==> src/design/sma_pkg.sv <==
package sma_pkg;

  // Operation codes carried on the input channel.
  typedef enum logic [2:0] {
    OP_ADD = 3'd0,
    OP_SUB = 3'd1,
    OP_MUL = 3'd2,
    OP_DIV = 3'd3,
    OP_CMP = 3'd4
  } sma_op_t;

  // Ordering codes returned by compare.
  localparam logic [1:0] ORD_LESS      = 2'd0;
  localparam logic [1:0] ORD_EQUAL     = 2'd1;
  localparam logic [1:0] ORD_GREATER   = 2'd2;
  localparam logic [1:0] ORD_UNORDERED = 2'd3;

  // Width of the magnitude ports.
  localparam int unsigned PORT_BITS = 64;

  // Opcode and operand flags that travel along the cell row.
  typedef struct packed {
    logic [2:0] op;
    logic       a_pos;
    logic       a_nan;
    logic       a_inf;
    logic       b_pos;
    logic       b_nan;
    logic       b_inf;
  } sma_ctl_t;

endpackage

==> src/design/sma_cell.sv <==
module sma_cell #(
  parameter int unsigned W   = 64,
  parameter int unsigned IDX = 0
) (
  input  logic              clk,
  input  logic              rst_n,
  input  logic              up_valid,
  output logic              up_ready,
  input  sma_pkg::sma_ctl_t up_ctl,
  input  logic [W-1:0]      up_a,
  input  logic [W-1:0]      up_b,
  input  logic [W-1:0]      up_acc,
  input  logic [W-1:0]      up_q,
  input  logic [W-1:0]      up_ash,
  input  logic              up_sh_ovf,
  input  logic              up_ovf,
  output logic              dn_valid,
  input  logic              dn_ready,
  output sma_pkg::sma_ctl_t dn_ctl,
  output logic [W-1:0]      dn_a,
  output logic [W-1:0]      dn_b,
  output logic [W-1:0]      dn_acc,
  output logic [W-1:0]      dn_q,
  output logic [W-1:0]      dn_ash,
  output logic              dn_sh_ovf,
  output logic              dn_ovf
);
  import sma_pkg::*;

  logic              valid_r;
  sma_ctl_t          ctl_r;
  logic [W-1:0]      a_r, b_r, acc_r, q_r, ash_r;
  logic              sh_ovf_r, ovf_r;
  logic [W-1:0]      acc_nxt, q_nxt, ash_nxt;
  logic              sh_ovf_nxt, ovf_nxt;
  logic [W:0]        sum;
  logic [W:0]        trial;
  logic [W:0]        diff;
  logic              qbit;

  // The stage takes a new transfer when empty or when its content moves on.
  assign up_ready = !valid_r || dn_ready;

  // One step of shift-and-add multiply and one step of restoring divide.
  always_comb begin
    sum        = {1'b0, up_acc} + {1'b0, up_ash};
    trial      = {up_acc, up_a[W-1-IDX]};
    diff       = trial - {1'b0, up_b};
    qbit       = (trial >= {1'b0, up_b});
    q_nxt      = {up_q[W-2:0], qbit};
    ash_nxt    = {up_ash[W-2:0], 1'b0};
    sh_ovf_nxt = up_sh_ovf | up_ash[W-1];
    ovf_nxt    = up_ovf;
    acc_nxt    = up_acc;
    if (up_ctl.op == OP_MUL) begin
      if (up_b[IDX]) begin
        acc_nxt = sum[W-1:0];
        ovf_nxt = up_ovf | sum[W] | up_sh_ovf;
      end
    end else begin
      acc_nxt = qbit ? diff[W-1:0] : trial[W-1:0];
    end
  end

  always_ff @(posedge clk) begin
    if (!rst_n) begin
      valid_r <= 1'b0;
    end else if (up_ready) begin
      valid_r <= up_valid;
    end
  end

  always_ff @(posedge clk) begin
    if (up_ready && up_valid) begin
      ctl_r    <= up_ctl;
      a_r      <= up_a;
      b_r      <= up_b;
      acc_r    <= acc_nxt;
      q_r      <= q_nxt;
      ash_r    <= ash_nxt;
      sh_ovf_r <= sh_ovf_nxt;
      ovf_r    <= ovf_nxt;
    end
  end

  assign dn_valid  = valid_r;
  assign dn_ctl    = ctl_r;
  assign dn_a      = a_r;
  assign dn_b      = b_r;
  assign dn_acc    = acc_r;
  assign dn_q      = q_r;
  assign dn_ash    = ash_r;
  assign dn_sh_ovf = sh_ovf_r;
  assign dn_ovf    = ovf_r;

endmodule

==> config.mk <==
export PLATFORM = sky130hd
export DESIGN_NAME = sma_cell
export DESIGN_NICKNAME = d
export VERILOG_FILES = /design/src/design/sma_pkg.sv /design/src/design/sma_cell.sv
export SDC_FILE = /design/constraint.sdc
export NUM_CORES = 1
export LEC_CHECK = 0
export BUFFER_PORTS_ARGS = -buffer_cell sky130_fd_sc_hd__buf_2
export CAP_MARGIN = 0
export CORE_AREA = 2 2 257 259
export DETAILED_ROUTE_END_ITERATION = 16
export DIE_AREA = 0 0 259 261
export GPL_TIMING_DRIVEN = 1
export RECOVER_POWER = 25
export SYNTH_ARGS = -nofsm -noshare
export SYNTH_HDL_FRONTEND = slang
export SYNTH_SLANG_ARGS = --single-unit
==> constraint.sdc <==
create_clock -name clk -period 8.9 [get_ports clk]
set_input_delay 0.445 -clock clk [delete_from_list [all_inputs] [get_ports clk]]
set_output_delay 0.445 -clock clk [all_outputs]
set_load 0.01 [all_outputs]
Word-level counts from Yosys, hierarchy flattened
Cells that the tools add are included.
{"block": "op_classes", "addsub": 2, "order_cmp": 1, "eq_ne": 1, "mux": 5, "bitwise": 3, "n_reduce_logical": 3}
{"op": "two-way mux 64 bit", "count": 3}
{"op": "adder 64 x 64 -> 65 bit", "count": 1}
{"op": "greater-or-equal comparator 65 x 64 -> 1 bit", "count": 1}
{"op": "subtractor 64 bit", "count": 1}
{"op": "equality test 3 x 2 -> 1 bit, second input constant", "count": 1}
{"op": "OR 1 bit", "count": 3}
{"op": "two-way mux 1 bit", "count": 2}
{"op": "logical AND 1 bit", "count": 1}
{"op": "logical NOT 1 bit", "count": 1}
{"op": "logical OR 1 bit", "count": 1}
{"block": "totals", "ff_bits": 331, "inputBits": 335, "out_inout_bits": 333, "word_cells": 30}

Longest topological paths before layout
{"block": "logic_depth", "depth_word": 5, "depth_mapped": 16, "ltp_nobuf": 14}

Worst setup path before layout
OpenSTA, ideal clock, no wires.
{"block": "synth_path", "path_kind": "input to register", "startpoint": "in dn_ready", "endpoint": "reg a_r[0], in the netlist dn_a[0], enable pin", "setup_ns": 0.736, "arrival_time_ns": 8.144, "setup_slack_ns": 0.020, "stages": 2, "n_path_buf": 0, "cell_sequence": "nand2b_1 -> and2_1"}
{"block": "synth_via", "elab_chain_len": 2}
{"item": "from (decl)", "line_no": "sma_cell.sv:18", "rtl": "input logic dn_ready,"}
{"item": "logical OR 1 bit", "line_no": "sma_cell.sv:42", "rtl": "assign up_ready = !valid_r || dn_ready;"}
{"item": "logical AND 1 bit", "line_no": "sma_cell.sv:74", "rtl": "if (up_ready && up_valid) begin"}
{"item": "to (signal assigned)", "line_no": "sma_cell.sv:76", "rtl": "a_r <= up_a;"}
{"item": "to (decl)", "line_no": "sma_cell.sv:32", "rtl": "logic [W-1:0] a_r, b_r, acc_r, q_r, ash_r;"}
Every way passes these cells.
A chain may end at the register's enable or synchronous reset.

Worst setup path in the final report
{"block": "layout_path", "startpoint": "in up_b[0]", "endpoint": "reg acc_r[58], in the netlist dn_acc[58], data pin"}
{"block": "layout_via", "elab_chain_len": 3, "word_cells_on_any_way": 5, "cone_classes": "1 x add/sub; 1 x order compare; 3 x mux"}
{"item": "from (decl)", "line_no": "sma_cell.sv:11", "rtl": "input logic [W-1:0] up_b,"}
{"item": "subtractor 64 bit or greater-or-equal comparator 65 x 64 -> 1 bit (tied branches)", "line_no": "sma_cell.sv:48, sma_cell.sv:49"}
{"item": "two-way mux 64 bit", "line_no": "sma_cell.sv:61", "rtl": "acc_nxt = qbit ? diff[W-1:0] : trial[W-1:0];"}
{"item": "two-way mux 64 bit (*)", "line_no": "sma_cell.sv:55", "rtl": "if (up_ctl.op == OP_MUL) begin"}
{"item": "named net acc_nxt[58]", "line_no": "sma_cell.sv:34", "rtl": "logic [W-1:0] acc_nxt, q_nxt, ash_nxt;"}
{"item": "to (signal assigned)", "line_no": "sma_cell.sv:78", "rtl": "acc_r <= acc_nxt;"}
{"item": "to (decl)", "line_no": "sma_cell.sv:32"}
Mark *: on every way through the listed nets, which the timed path passes. The rest lies on a longest branch.

==> metrics <==
status=finished clean; worst min path class=in -> reg; number of synthesized flops with an enable pin=330; Gate Count Post-Synth=1952; most common cell after layout, fill and taps aside=buf_2; post-cts resize count=0; Syn-to-layout area delta=26.9%; Yosys cell types=85; YS warnings=0; CTS H-Tree Depth=2; critical path launch point type=input port; Total Wirelength=79800 microns; CTS Buffer Depth=3; DRC=0; Num CTS Buffers=41; via count=18.5k; total track usage=22.4%; Mean Syn Cell Area=10.3 sq um; layout cells sized above 1=25.6%; Most common cell on crit path=a211oi_1; transition time of the tightest slew-check pin=1.12 ns; total iterations of the first detailed-routing run=5; Ports=668; die area=67600 sq um; total grt overflow=0; DRT iter0 DRCs=1557; Critical Path Max Stage Delay=0.97 ns; fin crit period=4.26 ns; Reg2Reg Depth=4; CTS clock-pin slew for the worst setup and hold paths=0.06 ns; Die W=259 microns; Site Rows=94; CTS tree=done; Critical Path End Type=register; max cap viols=0; die height=261 microns; Peak supply drop=0.150 mV; initial core utilization=30.8%; clock tree root buffer cell=clkbuf_16; GPL Wtd Cong=0.956; worst skew pair latency=0.57 ns; Fin Setup TNS=0 ns; first-pass GRT wire length=113000 microns; Final Skew=0.0238 ns; flop2flop setup slack=6.32 ns; Syn Nets=2417; Post CTS Setup Buffer Count=0; sequential share of the synthesized area=49.6%; Yosys reg bits=331; ANT nets after route=0; DR vias/cell=5.31; # setup viols final=0; Crit Path Class=in -> reg; Final Cycle Share=47.9%; RSZ-0062 raised after global routing=no; CP startpoint=up_b[0]; core footprint=65000 sq um; PortBufs=665; R2R Path End=dn_acc[12]; CP cell instances=buf_4, ha_1, inv_1, fa_1, a21oi_1, o22ai_1, o41a_1, a211oi_1, nor4_1, o31ai_1, o311ai_1, a311oi_1, a41o_1, a211oi_1; Worst Path Arrival=4.57 ns; Critical Path Sink=dn_acc[58]; critical register-to-register path startpoint=dn_valid; clock sinks=331; Hold-fix buffers, CTS=0; Filler Cells Inserted=6617; Finished Cell Area=25400 sq um; Finished Layout Cells=3483; cell area after synthesis=20000 sq um; Leakage=10.7 nW; Final nets=3043; fin util=39.1%; relative slew slack=24.9%; pin count of the biggest net entering global routing=144; initial antenna violation count=26; Max Clk Rate=235 MHz; WL per Instance=22.9 microns; most frequent cells in the layout=buf_2 (564), edfxtp_1 (330), a21oi_1 (229), nand2_1 (164), nor2_1 (145); Post-synth ARST share=0%; Pins Over Slew Limit=0; Placed Area=24200 sq um; detailed placer's ending HPWL=64900 microns; slowest CP cell=o31ai_1; number of global-route vias before repair=17.6k; required time worst endpoint=9.21 ns; Worst Path Max Fanout=5; Pwr Density=185 nW/um^2; Placed Cells incl. Taps=3399; Post-synth top flop=edfxtp_1; Hold Vio Cnt, Final=0
[worst max-delay path, delay by kind of cell]
family | cells | cell delay (ns)
buffers and inverters | 2 | 0.21
AO/OA/AOI/OAI | 9 | 3.13
AND/OR/NAND/NOR | 1 | 0.19
adder cells (fa/ha/maj) | 2 | 0.59
[registers in the layout, summed over array words and instances (netlist names)]
register   cells
dn_a          64
dn_acc        64
dn_ash        63
dn_b          64
dn_ctl         9
dn_ovf         1
dn_q          64
dn_sh_ovf      1
dn_valid       1
[Yosys cell counts (14+ instances only)]
library cell | number | area share [%]
edfxtp_1 | 330 | 49
a21oi_1 | 229 | 5.7
nand2_1 | 165 | 3.1
nor2_1 | 146 | 2.7
ha_1 | 128 | 8.0
o21ai_0 | 127 | 3.2
inv_1 | 100 | 1.9
clkbuf_1 | 84 | 1.6
a21o_1 | 72 | 2.7
a211oi_1 | 56 | 2.1
xnor2_1 | 55 | 2.4
nand4_1 | 45 | 1.4
xor2_1 | 40 | 1.7
nand3_1 | 28 | 0.70
nor3_1 | 28 | 0.70
mux2i_1 | 26 | 1.3
o21bai_1 | 26 | 0.97
o211ai_1 | 18 | 0.67
a31oi_1 | 17 | 0.53
and3_1 | 17 | 0.53
o21a_1 | 16 | 0.60
nand2b_1 | 14 | 0.44
[layout make-up]
type	instances	area, sq um	area share [%]
clock inverter	23	253	0.994
multi-input combinational	1426	9370	36.8
sequential	331	9930	39.0
tap	864	1080	4.25
antenna	10	25.0	0.0984
timing repair buffer	677	3310	13.0
clock buffer	51	1080	4.27
inverter	101	379	1.49
[layer usage]
| metal | wire length (microns) | vias up | track usage, % |
|---|---|---|---|
| met4 | 2600 | 2 | 7.95 |
| met3 | 6220 | 139 | 4.93 |
| met1 | 31900 | 8853 | 27.6 |
| li1 | - | 8627 | - |
| met5 | 13 | - | 0 |
| met2 | 39100 | 861 | 38.6 |
[how the worst min path moves through the flow]
stage,startpoint,end,cells after the start
after floorplan,up_a[0],dn_a[0],0
after global placement,dn_valid,dn_valid,2
after detailed placement,dn_valid,dn_valid,2
after CTS,up_a[53],dn_a[53],1
after global routing,up_q[60],dn_q[61],1
final,up_a[53],dn_a[53],1
[metrics by stage]
step	hold WS (ns)	total power [mW]	setup WS (ns)
floorplan	0.544	2.65	0.0201
global placement	0.511	3.07	4.04
detailed placement	0.553	3.07	4.00
CTS	0.00648	4.76	4.62
global route	0.0200	4.94	4.44
finish	0.0537	4.71	4.64
[logic make-up (layout without fill, tap and decap cells)]
group	Yosys count	count (layout)	synth area share [%]
buffers and inverters	195	852	3.74
other	1	11	0.0187
DFF	331	331	49.6
and+or+nand+nor	513	513	12.0
AOI/OAI and AO/OA	657	657	20.8
adders and majority gates	130	130	8.19
xor gates and xnor gates	95	95	4.15
muxes	30	30	1.52
[power by group]
group / switching [mW] / internal, mW / leakage, nW
sequential: 0.0306 / 1.86 / 3.20
clock: 0.679 / 0.989 / 0.647
combinational: 0.722 / 0.429 / 6.84
total: 1.43 / 3.28 / 10.7
Note: power is estimated with default switching activity, not from simulation.
