[src/design/sma_pkg.sv]
package sma_pkg;

  // Operation codes carried on the input channel.
  typedef enum logic [2:0] {
    OP_ADD = 3'd0,
    OP_SUB = 3'd1,
    OP_MUL = 3'd2,
    OP_DIV = 3'd3,
    OP_CMP = 3'd4
  } sma_op_t;

  // Ordering codes returned by compare.
  localparam logic [1:0] ORD_LESS      = 2'd0;
  localparam logic [1:0] ORD_EQUAL     = 2'd1;
  localparam logic [1:0] ORD_GREATER   = 2'd2;
  localparam logic [1:0] ORD_UNORDERED = 2'd3;

  // Width of the magnitude ports.
  localparam int unsigned PORT_BITS = 64;

  // Opcode and operand flags that travel along the cell row.
  typedef struct packed {
    logic [2:0] op;
    logic       a_pos;
    logic       a_nan;
    logic       a_inf;
    logic       b_pos;
    logic       b_nan;
    logic       b_inf;
  } sma_ctl_t;

endpackage

[src/design/sma_fin.sv]
module sma_fin #(
  parameter int unsigned W = 64
) (
  input  sma_pkg::sma_ctl_t ctl,
  input  logic [W-1:0]      a_mag,
  input  logic [W-1:0]      b_mag,
  input  logic [W-1:0]      prod,
  input  logic              prod_ovf,
  input  logic [W-1:0]      quot,
  output logic [W-1:0]      r_mag,
  output logic              r_pos,
  output logic              r_nan,
  output logic              r_inf,
  output logic [1:0]        order
);
  import sma_pkg::*;

  logic         bpe;
  logic         any_flag;
  logic         a_zero, b_zero;
  logic [W:0]   sum;
  logic         a_lt_b;
  logic [W-1:0] mag;
  logic         pos, nan, inf;

  // Effective sign of b: subtract flips it and keeps its flags.
  assign bpe      = (ctl.op == OP_SUB) ? !ctl.b_pos : ctl.b_pos;
  assign any_flag = ctl.a_nan | ctl.a_inf | ctl.b_nan | ctl.b_inf;
  assign a_zero   = (a_mag == '0);
  assign b_zero   = (b_mag == '0);
  assign sum      = {1'b0, a_mag} + {1'b0, b_mag};
  assign a_lt_b   = (a_mag < b_mag);

  // Arithmetic result before the special-value cleanup.
  always_comb begin
    mag = a_mag;
    pos = ctl.a_pos;
    nan = 1'b0;
    inf = 1'b0;
    case (ctl.op)
      OP_ADD, OP_SUB: begin
        if (any_flag) begin
          nan = ctl.a_nan | ctl.b_nan | (ctl.a_inf & ctl.b_inf & (ctl.a_pos != bpe));
          inf = !nan & (ctl.a_inf | ctl.b_inf);
          pos = ctl.b_inf ? bpe : ctl.a_pos;
        end else if (ctl.a_pos == bpe) begin
          inf = sum[W];
          mag = sum[W-1:0];
        end else if (a_lt_b) begin
          pos = !ctl.a_pos;
          mag = b_mag - a_mag;
        end else begin
          mag = a_mag - b_mag;
        end
      end
      OP_MUL: begin
        pos = (ctl.a_pos == ctl.b_pos);
        if (any_flag) begin
          nan = ctl.a_nan | ctl.b_nan | (ctl.a_inf & b_zero) | (a_zero & ctl.b_inf);
          inf = !nan & (ctl.a_inf | ctl.b_inf);
        end else begin
          inf = prod_ovf;
          mag = prod;
        end
      end
      OP_DIV: begin
        pos = (ctl.a_pos == ctl.b_pos);
        if (any_flag || b_zero) begin
          nan = ctl.a_nan | ctl.b_nan | (ctl.a_inf & ctl.b_inf) | (a_zero & b_zero);
          inf = !nan & (ctl.a_inf | (!a_zero & b_zero));
          mag = '0;
        end else begin
          mag = quot;
        end
      end
      default: begin
        nan = 1'b1;
      end
    endcase
  end

  // Final fields, including compare and unknown opcodes.
  always_comb begin
    r_mag = '0;
    r_pos = 1'b0;
    r_nan = 1'b0;
    r_inf = 1'b0;
    order = ORD_LESS;
    if (ctl.op == OP_CMP) begin
      if (ctl.a_nan || ctl.b_nan) begin
        order = ORD_UNORDERED;
      end else if (ctl.a_inf && ctl.b_inf && (ctl.a_pos == ctl.b_pos)) begin
        order = ORD_EQUAL;
      end else if (ctl.a_pos != ctl.b_pos) begin
        order = ctl.a_pos ? ORD_GREATER : ORD_LESS;
      end else if (ctl.a_inf != ctl.b_inf) begin
        order = (ctl.a_inf == ctl.a_pos) ? ORD_GREATER : ORD_LESS;
      end else if (a_mag == b_mag) begin
        order = ORD_EQUAL;
      end else begin
        order = ((!a_lt_b) == ctl.a_pos) ? ORD_GREATER : ORD_LESS;
      end
    end else if (ctl.op > OP_CMP) begin
      r_pos = 1'b1;
      r_nan = 1'b1;
      order = ORD_UNORDERED;
    end else if (nan) begin
      r_pos = 1'b1;
      r_nan = 1'b1;
    end else if (inf) begin
      r_pos = pos;
      r_inf = 1'b1;
    end else begin
      r_mag = mag;
      r_pos = pos;
    end
  end

endmodule

[config.mk]
export PLATFORM = sky130hd
export DESIGN_NAME = sma_fin
export DESIGN_NICKNAME = d
export VERILOG_FILES = /design/src/design/sma_pkg.sv /design/src/design/sma_fin.sv
export SDC_FILE = /design/constraint.sdc
export NUM_CORES = 1
export LEC_CHECK = 0
export ABC_AREA = 1
export BUFFER_PORTS_ARGS = -buffer_cell sky130_fd_sc_hd__clkbuf_2
export CELL_PAD_IN_SITES_DETAIL_PLACEMENT = 1
export CELL_PAD_IN_SITES_GLOBAL_PLACEMENT = 2
export CORE_ASPECT_RATIO = 1.1
export CORE_MARGIN = 1.5
export CORE_UTILIZATION = 31
export DETAILED_ROUTE_END_ITERATION = 8
export PLACE_DENSITY = 0.88
export SLEW_MARGIN = 40
export SYNTH_ARGS = -nofsm -noshare
export SYNTH_HDL_FRONTEND = slang
export SYNTH_SLANG_ARGS = --single-unit
[constraint.sdc]
create_clock -name vclk -period 7.7
set_input_delay 0.77 -clock vclk [all_inputs]
set_output_delay 0.77 -clock vclk [all_outputs]
set_load 0.01 [all_outputs]
Word level (Yosys, flattened, before mapping)
Cells that the tools add are included.
{ "op_classes": {"reduce_logical": 16, "add_sub_neg": 3, "order_cmp": 2, "n_bitwise": 20, "n_eq_ne": 12, "muxes": 45} }
{ "ops": {"columns": ["op", "n"], "rows": [
  ["$mux W64", 9],
  ["$pmux W64 S3", 1],
  ["$logic_not A64 Y1", 2],
  ["$sub A64 B64 Y64", 2],
  ["$add A64 B64 Y65", 1],
  ["$eq A64 B64 Y1", 1],
  ["$lt A64 B64 Y1", 1],
  ["$mux W1", 22],
  ["$mux W2", 10],
  ["$or A1 B1 Y1", 11],
  ["$and A1 B1 Y1", 9],
  ["$logic_not A1 Y1", 7],
  ["$eq A3 B2 Y1 const B", 2],
  ["$pmux W1 S3", 2],
  ["$eq A1 B1 Y1", 4],
  ["$reduce_or A2 Y1", 2],
  ["$eq A3 B1 Y1 const B", 1],
  ["$eq A3 B3 Y1 const B", 1],
  ["$gt A3 B3 Y1 const B", 1],
  ["$logic_not A3 Y1", 1],
  ["$ne A1 B1 Y1", 3],
  ["$logic_and A1 B1 Y1", 2],
  ["$logic_or A1 B1 Y1", 2],
  ["$pmux W1 S2", 1]
]} }
{ "word_totals": {"wordCells": 98, "out_inout_bits": 69, "register_bits": 0} }

Depth between registers and ports, before layout
Gate-level depths: netlist of the first run.
{ "logic_depth": {"ltp_word": 13, "mapped_depth": 24} }

Worst setup path after synthesis of the first run
Ideal clock, no wire load.
{ "synth_timing": {"path_kind": "input to output", "startpoint": "in a_mag[0]", "endpoint": "out r_mag[3]", "arrival_ns": 2.984, "t_required_ns": 6.930, "path_slack_ns": 3.946, "path_stages": 21, "n_path_buf": 2, "path_cell_list": "inv_1 ha_1 inv_1 fa_1 nand3_1 nand3_1 nand2_1 nand2_1 nand2_1 nand2_2 nand2_2 nand2_4 nand2_4 nand2_4 buf_8 buf_6 nand2_1 a21oi_1 o21ai_0 nand3_1 a21oi_1"} }
{ "synth_between": {"elab_chain_len": 11, "word_cells_on_any_way": 32, "classes_between": "3 x add/sub; 1 x order compare; 16 x mux; 8 x bitwise; 4 x reduce/logical"} }
{ "synth_lines": {"columns": ["element", "line_no", "rtl"], "rows": [
  ["start: declaration", "sma_fin.sv:5", "input logic [W-1:0] a_mag,"],
  ["parallel branches: the longest is 8 deep, another holds $sub A64 B64 Y64", null, null],
  ["$mux W64 (*)", "sma_fin.sv:107", "end else if (nan) begin"],
  ["$mux W64 (*)", "sma_fin.sv:103", "end else if (ctl.op > OP_CMP) begin"],
  ["$mux W64 (*)", "sma_fin.sv:89", "if (ctl.op == OP_CMP) begin"],
  ["end: declaration", "sma_fin.sv:10", "output logic [W-1:0] r_mag,"]
]} }
Every way passes the cells marked *.

Final worst setup path of the first run
{ "layout_timing": {"startpoint": "in a_mag[23]", "endpoint": "out r_mag[35]"} }
The elaborated chain is that of the path after synthesis.

==> impl_metrics.json, run 1 <==
{
  "cpMaxStageDelayCell": "nor2_1",
  "drt_iter0_drc": 2138,
  "synth_common_cells": "nand2_1, inv_1, nor2_1",
  "wirelength_um": 142000,
  "stdcell_count": 5627,
  "max_stage_delay_ps": 580,
  "ios": 335,
  "maxSlewViolCount": 0,
  "antenna_left": 0,
  "seq_cells": 0,
  "overflow": 0,
  "rows": 101,
  "rsz0062_at_grt": "false",
  "synth_top_cell_by_area": "nand2_1",
  "finalPower_mw": 2.07,
  "die-height_um": 279,
  "start_util": 0.313,
  "fmaxAchievable_mhz": 171,
  "synthTopCellsByArea": "nand2_1, inv_1, ha_1",
  "cp_common_cell": "nand2_1",
  "hold_path.class": "input pin to primary output",
  "dr.pass1.iters": 5,
  "grt_pass1_vias": 28400,
  "setup_violations": 0,
  "max_slew_margin": 0.395,
  "start_kind": "input pin",
  "irDropWorstVdd_mv": 0.0333,
  "finalHoldViolCount": 0,
  "post_synth.cell_area_avg_sq_um": 4.79,
  "yosysMostFrequentCell": "nand2_1",
  "drive_gt1_frac": 0.107,
  "cp_cell_sequence": "clkbuf_2 > inv_1 > ha_1 > nand2_1 > nor2_1 > nand2_1 > nor2_1 > nand3_1 > nor2_1 > nor2_1 > nand2_1 > xor2_1 > nand2_1 > nand2_1 > nand2_1 > nand2_1 > nand2_1 > nand2_1 > a21oi_2 > clkbuf_2",
  "worstPathArrival_ps": 5090,
  "synth_top_area_share": 0.290,
  "placed_cells": 5625,
  "grt_pass1_wl_um": 197000,
  "place.gp.congestion": 1.11,
  "synth.distinct_cells": 50,
  "syn_area_sq_um": 21500,
  "cts_resized": 0,
  "synth_warnings": 0,
  "maxCapViolations": 0,
  "via_count": 29300,
  "yosysSeqAreaShare": 0,
  "wire_per_inst_um": 25.3,
  "cp.required_ps": 6930,
  "drc": 0,
  "final_area_sq_um": 23800,
  "post-route-min-period_ps": 5860,
  "area_growth_pct": 10.4,
  "fin_tns_setup_ps": 0,
  "dpl_cell_area_sq_um": 23800,
  "num-nets-final": 5182,
  "core-area_sq_um": 68900,
  "final_util": 0.345,
  "postCtsSetupRepairBufs": 0,
  "end_kind": "primary output",
  "finalCritPeriodShare": 0.762,
  "die_width_um": 254,
  "grt_start_max_net_pins": 71,
  "hold_buffers": 0,
  "power_density_nw_per_um2": 87.2,
  "critPathMaxFanout": 10,
  "dp_hpwl_um": 127000,
  "synthCells": 4491,
  "status": "finished, final reports clean",
  "port_buffers": 335,
  "synthesis.nets": 4973,
  "nClkBuffers": 0,
  "layout.area.seq_sq_um": 0,
  "path_class": "input pin to primary output",
  "die_area_sq_um": 71000,
  "antenna_found_initial": 1,
  "grtUsageTotal": 0.386,
  "via_per_inst": 5.20,
  "worstMarginPinSlew_ps": 907,
  "leakage_nw": 14.1
}
-- worst paths after layout --
kind | from | endpoint | slack [ps] | depth (start not counted)
hold / removal | quot[54] | r_mag[54] | 1980 | 6
setup / recovery | a_mag[23] | r_mag[35] | 1840 | 20
-- critical path: cells and delay by family --
kind                     cells  cell delay, ps
AO/OA/AOI/OAI                1              60
XOR/XNOR                     1             560
adder cells (fa/ha/maj)      1             530
buffers and inverters        3             700
AND/OR/NAND/NOR             14            2460
-- power breakdown --
group | total, mW | switching (mW) | internal (mW)
combinational | 2.07 | 1.54 | 0.533
sequential | 0 | 0 | 0
clock | 0.000000000971 | 0 | 0.000000000959
total | 2.07 | 1.54 | 0.533
-- stage by stage --
stage | setup WS, ps | hold slack [ps]
after floorplan | 3950 | 1720
after CTS | 1930 | 1980
after detailed placement | 1940 | 1980
final | 1840 | 1980
after global routing | 1730 | 2000
after global placement | 1930 | 1970
-- final cells by class --
cell class	instances	area, sq um
fill	10300	45100
inverter	890	3350
tap	927	1160
timing repair buffer	355	1840
multi-input combinational	3453	17400
antenna	2	5.00
-- cells in the final DEF, fill, tap and decap left out, types with 4 or more instances in the layout --
| master | netlist | final |
|---|---|---|
| inv_2 | 22 | 21 |
| inv_1 | 865 | 865 |
| nor2_2 | 13 | 14 |
| nor2_1 | 401 | 399 |
| nor2_4 | 5 | 6 |
| a21oi_2 | 61 | 61 |
| o21ai_1 | 17 | 18 |
| nor3_1 | 35 | 35 |
| o211ai_1 | 28 | 28 |
| nand3b_1 | 4 | 4 |
| nand3_1 | 350 | 350 |
| xor2_1 | 83 | 83 |
| buf_4 | 32 | 19 |
| a21oi_1 | 287 | 287 |
| ha_1 | 213 | 213 |
| nand2_2 | 25 | 25 |
| nand2_1 | 1664 | 1664 |
| a21boi_0 | 4 | 4 |
| xnor2_1 | 4 | 4 |
| clkbuf_2 | 0 | 335 |
| a31oi_1 | 5 | 5 |
| o21ai_0 | 132 | 131 |
| nand4_1 | 42 | 42 |
| o21bai_1 | 24 | 24 |
| nor4_1 | 19 | 16 |
-- metal layers --
metal,GRT usage,vias to the layer above,part of all wire,wire length [um]
li1,-,14100,-,-
met1,0.433,13800,0.38,54400
met2,0.657,993,0.47,66700
met3,0.0203,329,0.040,5750
met4,0.352,0,0.11,15500
met5,0,-,0,0
-- logic make-up (layout without fill, tap and decap cells) --
| family | Yosys count | count (layout) | share of synthesized area |
|---|---|---|---|
| AOI/OAI and AO/OA | 575 | 575 | 0.154 |
| xor gates and xnor gates | 88 | 88 | 0.0361 |
| adders and majority gates | 216 | 216 | 0.127 |
| buffers and inverters | 1038 | 1245 | 0.193 |
| muxes | 1 | 1 | 0.000465 |
| other | 0 | 2 | 0 |
| and+or+nand+nor | 2573 | 2573 | 0.490 |
(Power assumes the default switching activity.)
==> run 2, diff against run 1 <==
- ABC_AREA: 1 -> 0
- CORE_UTILIZATION: 31 -> 27
- PLACE_DENSITY: 0.88 -> 0.77
- clock period: 7.7 -> 5 ns (I/O delays scaled with it)
==> run 2 against run 1 <==
  * First-iteration DRC count down 19%
  * Synthesized area down 31%
  * Cell count down 33%
  * Final area down 12%
  * Sequential share of layout area unchanged
  * Flip-flop and latch count unchanged
  * Critical path depth down 2
  * Wire length down 25%
  * Synthesized cell count down 48%
  * Via count down 23%
  * Largest cell class unchanged
  * Largest power group unchanged
==> impl_metrics.json, run 2 <==
{
  "core-area_sq_um": 53900,
  "met3_usage": 0.0268,
  "power_density_nw_per_um2": 140,
  "start_kind": "input pin",
  "rsz0062_at_grt": "true",
  "fillCellCount": 7145,
  "max_stage_delay_ps": 500,
  "leakage_nw": 10.0,
  "die-height_um": 249,
  "rows": 89,
  "place.gp.congestion": 1.03,
  "nClkBuffers": 0,
  "die_width_um": 226,
  "worstPathArrival_ps": 4420,
  "critPathMaxFanout": 4,
  "syn_area_sq_um": 14800,
  "maxSlewViolCount": 0,
  "die_area_sq_um": 56300,
  "status": "finished, final reports clean",
  "grt_pass1_vias": 23400,
  "grt_util_met2": 0.619,
  "synth_common_cells": "a21oi_1, nor2_1, ha_1",
  "mostFrequentLayoutCells": "buf_4, clkbuf_2, a21oi_1",
  "synth-simple-area-share": 0.249,
  "wirelength_um": 107000,
  "via_per_inst": 5.99,
  "dp_slack_ps": -538,
  "drt_iter0_drc": 1737,
  "stdcell_count": 3771,
  "post_synth.cell_area_avg_sq_um": 6.29,
  "cp.required_ps": 4500,
  "cp_cell_sequence": "clkbuf_2 > inv_1 > ha_1 > nor4_2 > nand2_1 > a21oi_2 > nor4_1 > buf_4 > a211oi_2 > o211ai_1 > buf_4 > buf_4 > a21oi_1 > a211oi_1 > or4_1 > a31o_2 > a21oi_1 > clkbuf_2",
  "grt_pass1_wl_um": 155000,
  "hold_path.class": "input pin to primary output",
  "fin_tns_setup_ps": 0,
  "max_slew_margin": 0.381,
  "via_count": 22600,
  "maxCapViolations": 0,
  "synth_compound_area_frac": 0.434,
  "wire_per_inst_um": 28.3,
  "post-route-min-period_ps": 4920,
  "grtUsageTotal": 0.364,
  "fmaxAchievable_mhz": 203,
  "grt-busiest-layer": "met2",
  "antenna_found_initial": 0,
  "final_util": 0.389,
  "seq_cells": 0,
  "synth_top_area_share": 0.180,
  "irDropWorstVdd_mv": 0.0472,
  "dp_hpwl_um": 90900,
  "whs_ps": 1320,
  "synthCells": 2355,
  "n_antenna_cell": 0,
  "hold_start": "quot[0]",
  "synthesis.nets": 2837,
  "cpMaxStageDelayCell": "or4_1",
  "crit_family": "compound AO/OA/AOI/OAI gates",
  "start_util": 0.275,
  "layout.area.seq_sq_um": 0,
  "path_class": "input pin to primary output",
  "cp_common_cell": "buf_4",
  "dr.pass1.iters": 5,
  "drc": 0,
  "worstMarginPinSlew_ps": 919,
  "finalWorstSetupSlack_ps": 82.3,
  "yosysMostFrequentCell": "a21oi_1",
  "synthAdderAreaFrac": 0.184,
  "synth_warnings": 0,
  "yosysSeqAreaShare": 0,
  "synth_xor_area_frac": 0.0278,
  "synthTopCellsByArea": "ha_1, a21oi_1, nor2_1",
  "synth_top_cell_by_area": "ha_1",
  "finalCritPeriodShare": 0.984,
  "synth_mux_area_frac": 0.0106,
  "cp-startpoint": "a_mag[24]",
  "num-nets-final": 3527,
  "ios": 335,
  "placed_cells": 3764,
  "synth_top_family_by_area": "compound AO/OA/AOI/OAI gates",
  "synth.distinct_cells": 81,
  "finalHoldViolCount": 0,
  "end_kind": "primary output",
  "grt_start_max_net_pins": 71,
  "area_growth_pct": 41.6,
  "gr-usage-met1": 0.465,
  "final_common_cell": "buf_4",
  "overflow": 0,
  "multi_input_area_sq_um": 13800,
  "setup_violations": 0,
  "port_buffers": 335,
  "cp_num_buf_inv": 6,
  "antenna_left": 0,
  "drive_gt1_frac": 0.302
}
run 2: final timing paths:
path	to	slack, ps	cells after the start
setup / recovery	r_mag[57]	80	18
hold / removal	r_mag[0]	1320	4
run 2: final cells by class:
type	instances	area share
well taps	728	0.0434
multi-input cells	1997	0.656
repair buffers	834	0.263
inverters	212	0.0379
run 2: cell families after synthesis:
kind of cell,Yosys count
mux,15
compound gates,955
xor+xnor,47
simple gates,764
buf+inv,358
fa+ha+maj,216
run 2: what timing repair did:
action	CTS	global route
pin swaps	2	8
endpoints found under the setup margin	19	54
gates resized for setup	11	48
setup buffers	1	6
hold buffers	0	0
run 2: routing by layer:
| metal | part of all wire | vias to the layer above |
|---|---|---|
| li1 | - | 10200 |
| met1 | 0.42 | 11200 |
| met2 | 0.47 | 933 |
| met3 | 0.055 | 207 |
| met4 | 0.055 | 0 |
| met5 | 0 | - |
run 2: per-stage QoR:
stage | area (sq um) | total power, mW
floorplan | 14800 | 1.37
global placement | 20600 | 2.77
detailed placement | 20700 | 2.80
CTS | 20700 | 2.82
global route | 21000 | 3.08
finish | 21000 | 2.93
run 2: report_power, final:
group / switching (mW) / total (mW) / internal, mW
logic: 1.80 / 2.93 / 1.13
clock network: 0 / 0 / 0
registers: 0 / 0 / 0
